## config.mk

```make
export PLATFORM = sky130hd
export DESIGN_NAME = quadrature_encoder_speed_meter_unit_flat
export DESIGN_NICKNAME = d
export VERILOG_FILES = /design/src/qesm_pkg.sv /design/src/qesm_if.sv /design/src/quadrature_encoder_speed_meter_unit.sv /design/src/qesm_track.sv /design/src/qesm_mul.sv /design/src/qesm_div.sv /design/src/flat_wrapper.sv
export SDC_FILE = /design/constraint.sdc
export NUM_CORES = 1
export LEC_CHECK = 0
export BUFFER_PORTS_ARGS = -buffer_cell sky130_fd_sc_hd__buf_2
export CAP_MARGIN = 10
export CORE_MARGIN = 2
export CORE_UTILIZATION = 56
export CTS_CLUSTER_SIZE = 14
export DETAILED_ROUTE_END_ITERATION = 8
export PLACE_DENSITY = 0.77
export REMOVE_ABC_BUFFERS = 1
export SYNTH_ARGS = -nofsm -noshare
export SYNTH_HDL_FRONTEND = slang
export SYNTH_SLANG_ARGS = --single-unit
export TNS_END_PERCENT = 30
```

## constraint.sdc

```tcl
create_clock -name i_clk -period 5.5 [get_ports i_clk]
set_clock_uncertainty 0.15 [all_clocks]
set_input_delay 0.825 -clock i_clk [delete_from_list [all_inputs] [get_ports i_clk]]
set_output_delay 0.825 -clock i_clk [all_outputs]
set_load 0.05 [all_outputs]
```

## src/qesm_pkg.sv

```systemverilog
// Shared types and constants for the quadrature encoder speed meter.
// No dependencies; used by every other file of the block.
`default_nettype none

package qesm_pkg;

    localparam int TS_W      = 32;
    localparam int CNT_W     = 32;
    localparam int SPD_W     = 26;
    localparam int DIR_W     = 2;
    localparam int GEAR_W    = 10;
    localparam int CPR_W     = 12;
    localparam int RATIO_W   = GEAR_W + CPR_W;
    localparam int DEN_W     = TS_W + RATIO_W;
    localparam int CFG_W     = 12;
    localparam int CFG_IDX_W = 2;

    localparam int MUL_STEPS = RATIO_W;
    localparam int DIV_STEPS = SPD_W;
    localparam int MUL_CNT_W = $clog2(MUL_STEPS);
    localparam int DIV_CNT_W = $clog2(DIV_STEPS);

    // 60 s * 1e6 us
    localparam logic [SPD_W-1:0] RPM_NUM = 26'd60000000;

    typedef enum logic [CFG_IDX_W-1:0] {
        CFG_DIR  = 2'd0,
        CFG_GEAR = 2'd1,
        CFG_CPR  = 2'd2
    } t_cfg_idx;

    typedef enum logic [2:0] {
        S_IDLE,
        S_LOAD,
        S_MUL,
        S_DIV,
        S_HOLD
    } t_state;

    typedef struct packed {
        logic busy;
        logic done;
    } t_unit_sts;

endpackage

`default_nettype wire

```

## src/qesm_if.sv

```systemverilog
// Valid/ready channel interfaces for event beats and result beats.
// Depends on qesm_pkg for field widths.
`default_nettype none

interface qesm_evt_if;
    logic                         valid;
    logic                         ready;
    logic                         func;
    logic [qesm_pkg::TS_W-1:0]    timestamp_us;
    logic                         level_a;
    logic                         level_b;

    modport source (output valid, func, timestamp_us, level_a, level_b, input ready);
    modport sink   (input valid, func, timestamp_us, level_a, level_b, output ready);
endinterface

interface qesm_res_if;
    logic                             valid;
    logic                             ready;
    logic signed [qesm_pkg::CNT_W-1:0] position_count;
    logic [qesm_pkg::TS_W-1:0]        period_us;
    logic [qesm_pkg::SPD_W-1:0]       speed_rpm;

    modport source (output valid, position_count, period_us, speed_rpm, input ready);
    modport sink   (input valid, position_count, period_us, speed_rpm, output ready);
endinterface

`default_nettype wire

```

## src/quadrature_encoder_speed_meter_unit.sv

```systemverilog
// Each accepted event passes S_LOAD, the serial multiplier (S_MUL) and the serial
// divider (S_DIV) in order; S_HOLD waits while the output register is still full.
// One item in flight at a time: a new event is taken only back in S_IDLE.
// A finished result waits in the output register while the next event is taken.
// Reset (synchronous, active low): count, period and edge time cleared,
// direction sign, gear ratio and counts per rev set to 1. No clearing pass.
`default_nettype none

module quadrature_encoder_speed_meter_unit (
    input  wire logic                            i_clk,
    input  wire logic                            i_rst_n,
    qesm_evt_if.sink                             i_evt,
    qesm_res_if.source                           o_res,
    input  wire logic                            i_cfg_we,
    input  wire logic [qesm_pkg::CFG_IDX_W-1:0]  i_cfg_idx,
    input  wire logic [qesm_pkg::CFG_W-1:0]      i_cfg_data
);
    import qesm_pkg::*;

    t_state             r_state, n_state;
    logic [DIR_W-1:0]   r_dir;
    logic [GEAR_W-1:0]  r_gear;
    logic [CPR_W-1:0]   r_cpr;
    logic [RATIO_W-1:0] ratio;

    logic               r_out_valid, n_out_valid;
    logic [CNT_W-1:0]   r_out_count;
    logic [TS_W-1:0]    r_out_period;
    logic [SPD_W-1:0]   r_out_speed;

    logic               in_acc;
    logic               out_acc;
    logic               mul_start;
    logic               div_start;
    logic               out_load;

    logic [CNT_W-1:0]   count;
    logic [TS_W-1:0]    period;
    logic [DEN_W-1:0]   den;
    logic [SPD_W-1:0]   quo;
    t_unit_sts          mul_sts;
    t_unit_sts          div_sts;

    always_ff @(posedge i_clk) begin
        if (!i_rst_n) begin
            r_dir  <= DIR_W'(1);
            r_gear <= GEAR_W'(1);
            r_cpr  <= CPR_W'(1);
        end else if (i_cfg_we) begin
            unique case (t_cfg_idx'(i_cfg_idx))
                CFG_DIR:  r_dir  <= i_cfg_data[DIR_W-1:0];
                CFG_GEAR: r_gear <= i_cfg_data[GEAR_W-1:0];
                CFG_CPR:  r_cpr  <= i_cfg_data[CPR_W-1:0];
                default: ;
            endcase
        end
    end

    assign ratio = r_gear * r_cpr;

    assign i_evt.ready = (r_state == S_IDLE);
    assign in_acc      = i_evt.valid && i_evt.ready;
    assign out_acc     = r_out_valid && o_res.ready;

    always_comb begin
        n_state   = r_state;
        mul_start = 1'b0;
        div_start = 1'b0;
        out_load  = 1'b0;
        unique case (r_state)
            S_IDLE: begin
                if (in_acc) begin
                    n_state = S_LOAD;
                end
            end
            S_LOAD: begin
                mul_start = 1'b1;
                n_state   = S_MUL;
            end
            S_MUL: begin
                if (mul_sts.done) begin
                    div_start = 1'b1;
                    n_state   = S_DIV;
                end
            end
            S_DIV: begin
                if (div_sts.done) begin
                    if (!r_out_valid || o_res.ready) begin
                        out_load = 1'b1;
                        n_state  = S_IDLE;
                    end else begin
                        n_state = S_HOLD;
                    end
                end
            end
            S_HOLD: begin
                if (!r_out_valid || o_res.ready) begin
                    out_load = 1'b1;
                    n_state  = S_IDLE;
                end
            end
            default: n_state = S_IDLE;
        endcase
    end

    always_comb begin
        n_out_valid = r_out_valid;
        if (out_load) begin
            n_out_valid = 1'b1;
        end else if (out_acc) begin
            n_out_valid = 1'b0;
        end
    end

    always_ff @(posedge i_clk) begin
        if (!i_rst_n) begin
            r_state     <= S_IDLE;
            r_out_valid <= 1'b0;
        end else begin
            r_state     <= n_state;
            r_out_valid <= n_out_valid;
        end
        if (out_load) begin
            r_out_count  <= count;
            r_out_period <= period;
            r_out_speed  <= quo;
        end
    end

    qesm_track u_track (
        .i_clk    (i_clk),
        .i_rst_n  (i_rst_n),
        .i_load   (in_acc),
        .i_func   (i_evt.func),
        .i_ts     (i_evt.timestamp_us),
        .i_a      (i_evt.level_a),
        .i_b      (i_evt.level_b),
        .i_dir    (r_dir),
        .o_count  (count),
        .o_period (period)
    );

    qesm_mul u_mul (
        .i_clk    (i_clk),
        .i_rst_n  (i_rst_n),
        .i_start  (mul_start),
        .i_period (period),
        .i_ratio  (ratio),
        .o_prod   (den),
        .o_sts    (mul_sts)
    );

    qesm_div u_div (
        .i_clk    (i_clk),
        .i_rst_n  (i_rst_n),
        .i_start  (div_start),
        .i_den    (den),
        .o_quo    (quo),
        .o_sts    (div_sts)
    );

    assign o_res.valid          = r_out_valid;
    assign o_res.position_count = r_out_count;
    assign o_res.period_us      = r_out_period;
    assign o_res.speed_rpm      = r_out_speed;

`ifndef SYNTH
    a_one_in_flight: assert property (@(posedge i_clk) disable iff (!i_rst_n)
        in_acc |=> !i_evt.ready)
        else $error("event beat taken while an item is in flight");

    a_units_exclusive: assert property (@(posedge i_clk) disable iff (!i_rst_n)
        !(mul_sts.busy && div_sts.busy))
        else $error("multiplier and divider busy together");

    a_mul_to_div: assert property (@(posedge i_clk) disable iff (!i_rst_n)
        mul_sts.done |=> div_sts.busy)
        else $error("divider not started after product");

    a_speed_range: assert property (@(posedge i_clk) disable iff (!i_rst_n)
        o_res.valid |-> (o_res.speed_rpm <= RPM_NUM))
        else $error("speed above numerator");

    a_result_source: assert property (@(posedge i_clk) disable iff (!i_rst_n)
        $rose(o_res.valid) |-> ($past(r_state) == S_DIV || $past(r_state) == S_HOLD))
        else $error("result beat raised outside completion");
`endif

endmodule

`default_nettype wire

```

## src/qesm_track.sv

```systemverilog
// Position count and edge period state, updated once per accepted event.
// Depends on qesm_pkg.
`default_nettype none

module qesm_track (
    input  wire logic                         i_clk,
    input  wire logic                         i_rst_n,
    input  wire logic                         i_load,
    input  wire logic                         i_func,
    input  wire logic [qesm_pkg::TS_W-1:0]    i_ts,
    input  wire logic                         i_a,
    input  wire logic                         i_b,
    input  wire logic [qesm_pkg::DIR_W-1:0]   i_dir,
    output logic      [qesm_pkg::CNT_W-1:0]   o_count,
    output logic      [qesm_pkg::TS_W-1:0]    o_period
);
    import qesm_pkg::*;

    logic [CNT_W-1:0] r_count, n_count;
    logic [TS_W-1:0]  r_last,  n_last;
    logic [TS_W-1:0]  r_period, n_period;
    logic [CNT_W-1:0] step;

    assign step = {{(CNT_W-DIR_W){i_dir[DIR_W-1]}}, i_dir};

    always_comb begin
        n_count  = r_count;
        n_last   = r_last;
        n_period = r_period;
        if (i_load) begin
            if (i_func) begin
                n_count = '0;
            end else begin
                if (r_last < i_ts) begin
                    n_period = i_ts - r_last;
                end
                n_last = i_ts;
                if (i_a && !i_b) begin
                    n_count = r_count - step;
                end else begin
                    n_count = r_count + step;
                end
            end
        end
    end

    always_ff @(posedge i_clk) begin
        if (!i_rst_n) begin
            r_count  <= '0;
            r_last   <= '0;
            r_period <= '0;
        end else begin
            r_count  <= n_count;
            r_last   <= n_last;
            r_period <= n_period;
        end
    end

    assign o_count  = r_count;
    assign o_period = r_period;

endmodule

`default_nettype wire

```

## src/qesm_mul.sv

```systemverilog
// Bit-serial shift-add multiplier: period times (gear ratio * counts per rev).
// One multiplier bit per cycle. Depends on qesm_pkg.
`default_nettype none

module qesm_mul (
    input  wire logic                           i_clk,
    input  wire logic                           i_rst_n,
    input  wire logic                           i_start,
    input  wire logic [qesm_pkg::TS_W-1:0]      i_period,
    input  wire logic [qesm_pkg::RATIO_W-1:0]   i_ratio,
    output logic      [qesm_pkg::DEN_W-1:0]     o_prod,
    output qesm_pkg::t_unit_sts                 o_sts
);
    import qesm_pkg::*;

    logic [DEN_W-1:0]     r_acc, n_acc;
    logic [DEN_W-1:0]     r_mcand, n_mcand;
    logic [RATIO_W-1:0]   r_mplier, n_mplier;
    logic [MUL_CNT_W-1:0] r_cnt, n_cnt;
    logic                 r_busy, n_busy;
    logic                 r_done, n_done;

    always_comb begin
        n_acc    = r_acc;
        n_mcand  = r_mcand;
        n_mplier = r_mplier;
        n_cnt    = r_cnt;
        n_busy   = r_busy;
        n_done   = 1'b0;
        if (i_start) begin
            n_acc    = '0;
            n_mcand  = {{(DEN_W-TS_W){1'b0}}, i_period};
            n_mplier = i_ratio;
            n_cnt    = '0;
            n_busy   = 1'b1;
        end else if (r_busy) begin
            if (r_mplier[0]) begin
                n_acc = r_acc + r_mcand;
            end
            n_mcand  = {r_mcand[DEN_W-2:0], 1'b0};
            n_mplier = {1'b0, r_mplier[RATIO_W-1:1]};
            n_cnt    = r_cnt + 1'b1;
            if (r_cnt == MUL_CNT_W'(MUL_STEPS-1)) begin
                n_busy = 1'b0;
                n_done = 1'b1;
            end
        end
    end

    always_ff @(posedge i_clk) begin
        if (!i_rst_n) begin
            r_busy <= 1'b0;
            r_done <= 1'b0;
            r_cnt  <= '0;
        end else begin
            r_busy <= n_busy;
            r_done <= n_done;
            r_cnt  <= n_cnt;
        end
        r_acc    <= n_acc;
        r_mcand  <= n_mcand;
        r_mplier <= n_mplier;
    end

    assign o_prod     = r_acc;
    assign o_sts.busy = r_busy;
    assign o_sts.done = r_done;

endmodule

`default_nettype wire

```

## src/qesm_div.sv

```systemverilog
// Radix-2 restoring divider: fixed rpm numerator over the 54-bit denominator.
// One quotient bit per cycle; zero denominator gives zero. Depends on qesm_pkg.
`default_nettype none

module qesm_div (
    input  wire logic                         i_clk,
    input  wire logic                         i_rst_n,
    input  wire logic                         i_start,
    input  wire logic [qesm_pkg::DEN_W-1:0]   i_den,
    output logic      [qesm_pkg::SPD_W-1:0]   o_quo,
    output qesm_pkg::t_unit_sts               o_sts
);
    import qesm_pkg::*;

    logic [SPD_W:0]       r_den, n_den;
    logic                 r_den_big, n_den_big;
    logic                 r_den_zero, n_den_zero;
    logic [SPD_W-1:0]     r_rem, n_rem;
    logic [SPD_W-1:0]     r_quo, n_quo;
    logic [DIV_CNT_W-1:0] r_cnt, n_cnt;
    logic                 r_busy, n_busy;
    logic                 r_done, n_done;
    logic [SPD_W:0]       trial;
    logic [SPD_W:0]       diff;
    logic                 ge;

    assign trial = {r_rem, r_quo[SPD_W-1]};
    assign diff  = trial - r_den;
    assign ge    = !r_den_big && (trial >= r_den);

    always_comb begin
        n_den      = r_den;
        n_den_big  = r_den_big;
        n_den_zero = r_den_zero;
        n_rem      = r_rem;
        n_quo      = r_quo;
        n_cnt      = r_cnt;
        n_busy     = r_busy;
        n_done     = 1'b0;
        if (i_start) begin
            n_den      = i_den[SPD_W:0];
            n_den_big  = |i_den[DEN_W-1:SPD_W+1];
            n_den_zero = (i_den == '0);
            n_rem      = '0;
            n_quo      = RPM_NUM;
            n_cnt      = '0;
            n_busy     = 1'b1;
        end else if (r_busy) begin
            n_rem = ge ? diff[SPD_W-1:0] : trial[SPD_W-1:0];
            n_quo = {r_quo[SPD_W-2:0], ge};
            n_cnt = r_cnt + 1'b1;
            if (r_cnt == DIV_CNT_W'(DIV_STEPS-1)) begin
                n_busy = 1'b0;
                n_done = 1'b1;
            end
        end
    end

    always_ff @(posedge i_clk) begin
        if (!i_rst_n) begin
            r_busy <= 1'b0;
            r_done <= 1'b0;
            r_cnt  <= '0;
        end else begin
            r_busy <= n_busy;
            r_done <= n_done;
            r_cnt  <= n_cnt;
        end
        r_den      <= n_den;
        r_den_big  <= n_den_big;
        r_den_zero <= n_den_zero;
        r_rem      <= n_rem;
        r_quo      <= n_quo;
    end

    assign o_quo      = r_den_zero ? '0 : r_quo;
    assign o_sts.busy = r_busy;
    assign o_sts.done = r_done;

endmodule

`default_nettype wire
```

## src/flat_wrapper.sv

```systemverilog
// flat-port wrapper written by rule: the top's interface ports become plain ports
module quadrature_encoder_speed_meter_unit_flat import qesm_pkg::*;
  (i_clk, i_rst_n, i_cfg_we, i_cfg_idx, i_cfg_data, i_evt_valid, i_evt_func, i_evt_timestamp_us, i_evt_level_a, i_evt_level_b, i_evt_ready, o_res_valid, o_res_position_count, o_res_period_us, o_res_speed_rpm, o_res_ready);
  qesm_evt_if i_evt_i ();
  qesm_res_if o_res_i ();
  input  wire logic i_clk;
  input  wire logic i_rst_n;
  input  wire logic i_cfg_we;
  input  wire logic [qesm_pkg::CFG_IDX_W-1:0] i_cfg_idx;
  input  wire logic [qesm_pkg::CFG_W-1:0] i_cfg_data;
  input wire logic [$bits(i_evt_i.valid)-1:0] i_evt_valid;
  input wire logic [$bits(i_evt_i.func)-1:0] i_evt_func;
  input wire logic [$bits(i_evt_i.timestamp_us)-1:0] i_evt_timestamp_us;
  input wire logic [$bits(i_evt_i.level_a)-1:0] i_evt_level_a;
  input wire logic [$bits(i_evt_i.level_b)-1:0] i_evt_level_b;
  output wire logic [$bits(i_evt_i.ready)-1:0] i_evt_ready;
  output wire logic [$bits(o_res_i.valid)-1:0] o_res_valid;
  output wire logic [$bits(o_res_i.position_count)-1:0] o_res_position_count;
  output wire logic [$bits(o_res_i.period_us)-1:0] o_res_period_us;
  output wire logic [$bits(o_res_i.speed_rpm)-1:0] o_res_speed_rpm;
  input wire logic [$bits(o_res_i.ready)-1:0] o_res_ready;
  assign i_evt_i.valid = i_evt_valid;
  assign i_evt_i.func = i_evt_func;
  assign i_evt_i.timestamp_us = i_evt_timestamp_us;
  assign i_evt_i.level_a = i_evt_level_a;
  assign i_evt_i.level_b = i_evt_level_b;
  assign i_evt_ready = i_evt_i.ready;
  assign o_res_valid = o_res_i.valid;
  assign o_res_position_count = o_res_i.position_count;
  assign o_res_period_us = o_res_i.period_us;
  assign o_res_speed_rpm = o_res_i.speed_rpm;
  assign o_res_i.ready = o_res_ready;
  quadrature_encoder_speed_meter_unit u_core (.i_clk(i_clk), .i_rst_n(i_rst_n), .i_evt(i_evt_i), .o_res(o_res_i), .i_cfg_we(i_cfg_we), .i_cfg_idx(i_cfg_idx), .i_cfg_data(i_cfg_data));
endmodule
```

==> impl_results.md <==
- Outcome: finished clean
- Asr flop ratio synth: 0%
- Antenna violations before repair: 6
- Worst Tran Pin Value: 1030 ps
- Hold-fix buffers, CTS: 0
- Total Routing Usage GR: 25.68%
- Largest area contributor in the netlist: dfxtp_1
- Clock-pin transition on the worst setup and hold timing paths: 60 ps
- Root cell of the clock tree: clkbuf_16
- Number of distinct library cell variants in the gate-level netlist after synthesis: 82
- Worst relative slew slack: 31.18%
- Worst EP required: 5650 ps
- Worst reg2reg path depth: 21
- Yosys reg bits: 439
- CTS tree: built
- GRT Residual Overflow: 0
- Total chip power: 9.270 mW
- Beginning of the worst register-to-register path: u_core.r_cpr[7]
- Via count: 21,610
- Cell area after layout: 0.03049 mm²
- Post-layout min period: between 5000 and 6000 ps
- Number of placement rows: 80
- Max-cap viol count: 0
- Standard cell core area: between 0.04 and 0.05 mm²
- Minimum setup slack among reg-to-reg paths: 130 ps
- FF+latch area: 0.01055 mm²
- Die boundary height: 224.1 µm
- GP Congestion: 0.9175
- Kind of capture point of the worst setup path: flip-flop
- Combined area of all synthesized cells: 0.02713 mm²
- Total Die Area: between 0.05 and 0.06 mm²
- Post-placement cell area: 0.02851 mm²
- Static power due to leakage: 13.18 nW
- Most used flip-flop cell after synthesis: dfxtp_1
- DIE WIDTH: between 200 and 250 µm
- Capture point of the worst reg-to-reg path: u_core.u_mul.r_mplier[18]
- Synthesized instance count: between 3,000 and 4,000
- Routed WL per cell: 17.29 µm
- Count of antenna-violating nets left after detailed routing: 0
- IO Pins: between 100 and 150
- Initial detailed-routing violation count: 1,345
- Final HPWL DP: 47,500 µm
- Cells along the critical path: nand2_4 > fa_1 > inv_1 > fa_1 > inv_2 > fa_1 > inv_1 > fa_1 > inv_2 > fa_1 > inv_2 > ha_4 > or3_4 > o21ai_2 > a21oi_2 > a21boi_2 > nor2b_2 > o41ai_2 > o21bai_1 > xnor2_1 > o21ai_0
- Largest net degree at the start of global routing: 83
- Kind of start point of the critical path: flip-flop
- Largest stage delay on the critical path: 530 ps
- Final total negative setup slack: 0 ps
- Dominant cells by area after synthesis: dfxtp_1 20%, edfxtp_1 19%, ha_1 9.5%
- Growth of design area from synthesis to finish: 12.41%
- Hold Path Class: reg -> reg
- # nets final: ~3,500
- Highest-delay cell along the critical path: fa_1
- DRC errors left: 0
- Most common cell on crit path: fa_1
- Proportion of netlist area held by the largest area contributor: 19.63%
- Maximum clock rate: ~0.19 GHz
- Max rail drop VDD: 253.0 µV
- Via count of the first global-routing pass: 21,180
- WS Path Type: reg -> reg
- Total power density per cell area: 304.0 mW/mm²
- Final Setup Violations: 0
- Capture point of the worst path: u_core.u_mul.r_mplier[18]
- Number of buffers added on ports: 145
- Ratio of routed vias to standard cells: 5.720
- CP Data Arrival Time: ~5500 ps
- Total Routed Length: 65,350 µm
- Number of H-tree levels: 2
- Final Hold Viols: 0
- First-pass detailed-route iteration total: 8
- Syn avg cell area: 9.012 µm²
- Fin crit share: about 98%
- Layout cell share with drive strength beyond 1: 12.46%
- Footprint of the multi-input gates: roughly 0.016 mm²
- Largest buffer count on any clock path: 3
- Peak fanout along the critical path: 5
- Starting density of the core: between 50 and 60%
- Total clock buffers created by CTS: 48
- Sequential fraction of the synthesis area: 38.78%
- Warnings from Yosys: 0
- First-pass GRT wire length: around 110,000 µm
- Critical path startpoint: u_core.r_cpr[7]
- Count of final max-slew check failures: 0
- Total instance count after detailed placement: roughly 3,700
- Post-synth EDFFs: 173
- Cell Count, Final, Fillers Out: 3,779
- Filler cell count: 3,889
- Sinks on Clock Net: 439
- Clock latency on the worst-skew pair: approximately 600 ps
- Hold WS: 303.3 ps
layout by cell type (no fill, tap or decap), types with 30 or more instances in the layout:
| cell type | n |
|---|---|
| ha_1 | 199 |
| dfxtp_1 | 251 |
| o21ai_0 | 108 |
| edfxtp_1 | 173 |
| buf_4 | 59 |
| nand3_1 | 30 |
| a21o_1 | 72 |
| o21ai_1 | 37 |
| inv_1 | 181 |
| clkbuf_16 | 52 |
| nor3_1 | 36 |
| nor2b_1 | 52 |
| mux2i_1 | 83 |
| nand4_1 | 39 |
| and2_1 | 68 |
| xnor2_1 | 93 |
| xor2_1 | 52 |
| fa_1 | 79 |
| nand2_1 | 466 |
| buf_2 | 145 |
| nor2_1 | 205 |
| a21oi_1 | 277 |
critical path, delay by kind of cell (launching register included):
kind / cells / cell delay (ps)
adder cells (fa/ha/maj): 6 / 2710
AO/OA/AOI/OAI: 6 / 940
AND/OR/NAND/NOR: 3 / 500
flip-flops: 1 / 370
buffers and inverters: 5 / 240
XOR/XNOR: 1 / 150
state kept, by name (all words and copies together), names as in the netlist, 10 cells and up:
| signal | cells |
|---|---|
| u_core.o_res.position_count | 32 |
| u_core.r_gear | 10 |
| u_core.u_track.o_period | 32 |
| u_core.u_mul.r_mplier | 22 |
| u_core.u_div.r_rem | 26 |
| u_core.o_res.speed_rpm | 26 |
| u_core.u_mul.r_mcand | 54 |
| u_core.u_div.r_quo | 26 |
| u_core.u_mul.o_prod | 54 |
| u_core.r_cpr | 12 |
| u_core.u_div.r_den | 27 |
| u_core.o_res.period_us | 32 |
| u_core.u_track.r_last | 32 |
| u_core.u_track.o_count | 32 |
worst min-delay path by stage:
| stage | start | endpoint | slack (ps) | cells past startpoint |
|---|---|---|---|---|
| 6_report | u_core.u_track.r_last[22] | u_core.u_track.r_last[22] | 300 | 2 |
| 5_1_grt | u_core.u_track.o_period[0] | u_core.o_res.period_us[0] | 320 | 0 |
| 4_1_cts | i_cfg_data[11] | u_core.r_cpr[11] | 300 | 3 |
| 3_5_place_dp | u_core.u_track.o_period[0] | u_core.o_res.period_us[0] | 300 | 0 |
| 3_3_place_gp | u_core.u_track.r_last[24] | u_core.u_track.r_last[24] | 290 | 2 |
| 2_1_floorplan | u_core.u_track.o_period[4] | u_core.o_res.period_us[4] | 270 | 0 |
stage by stage:
step | setup slack, ps | util (%)
6_report | 133.3 | 63.87
5_1_grt | -32.79 | 63.85
4_1_cts | 1.995 | 63.32
3_5_place_dp | -210.5 | 59.72
3_3_place_gp | -118.7 | 59.72
2_1_floorplan | -532.8 | -
kinds of logic after synthesis:
logic type	after synthesis	synth area share (%)
flops	439	38.78
xor+xnor	145	4.682
fa+ha+maj	287	15.51
compound gates	701	16.09
buf+inv	340	4.834
simple gates	1015	17.04
mux	83	3.063
cell usage after synthesis, drive strengths merged, types with 4 or more instances:
library cell  number
a2111oi            5
a211o              4
a211oi            28
a21boi             5
a21o              72
a21oi            283
a22oi             13
a31o               4
a31oi             25
and2              73
and3              20
buf               17
clkbuf           133
dfxtp            266
edfxtp           173
fa                82
ha               205
inv              190
mux2i             83
nand2            471
nand2b            23
nand3             33
nand3b             6
nand4             39
nand4b             4
nor2             207
nor2b             56
nor3              38
nor3b              4
nor4              20
o211ai            11
o21a              24
o21ai            150
o21bai            23
o22ai             10
o31ai              8
or2                5
or3                7
or4                6
xnor2             93
xor2              52
power by group:
group | total, mW | leakage [nW] | switching, mW | internal (mW)
combinational | 2.05 | 8.55 | 1.23 | 0.829
clock | 3.37 | 0.831 | 1.38 | 1.99
sequential | 3.84 | 3.80 | 0.210 | 3.63
total | 9.27 | 13.2 | 2.82 | 6.45
per-layer routing:
| metal | up-vias | GRT usage (%) | share of wire (%) |
|---|---|---|---|
| met3 | 131 | 4.814 | 5.8 |
| met2 | 583 | 44.96 | 48 |
| met5 | - | 0 | 0.052 |
| li1 | 10660 | - | - |
| met1 | 10240 | 31.87 | 43 |
| met4 | 6 | 8.516 | 2.6 |
what timing repair did:
item                                    in CTS  in global routing
buffers inserted                             2                  7
gates resized for setup                      6                 65
endpoints found under the hold margin        0                  0
pin swaps                                    2                 42
endpoints found under the setup margin       6                  8
final cells by class:
cell class / instances / area share [%]
Multi-Input combinational cell: 2231 / 50.84
Sequential cell: 439 / 34.59
Clock buffer: 62 / 4.555
Timing Repair Buffer: 211 / 4.148
Tap cell: 615 / 2.523
Inverter: 190 / 2.343
Clock inverter: 28 / 0.9684
Antenna cell: 3 / 0.02462
Note: power is estimated with default switching activity, not from simulation.
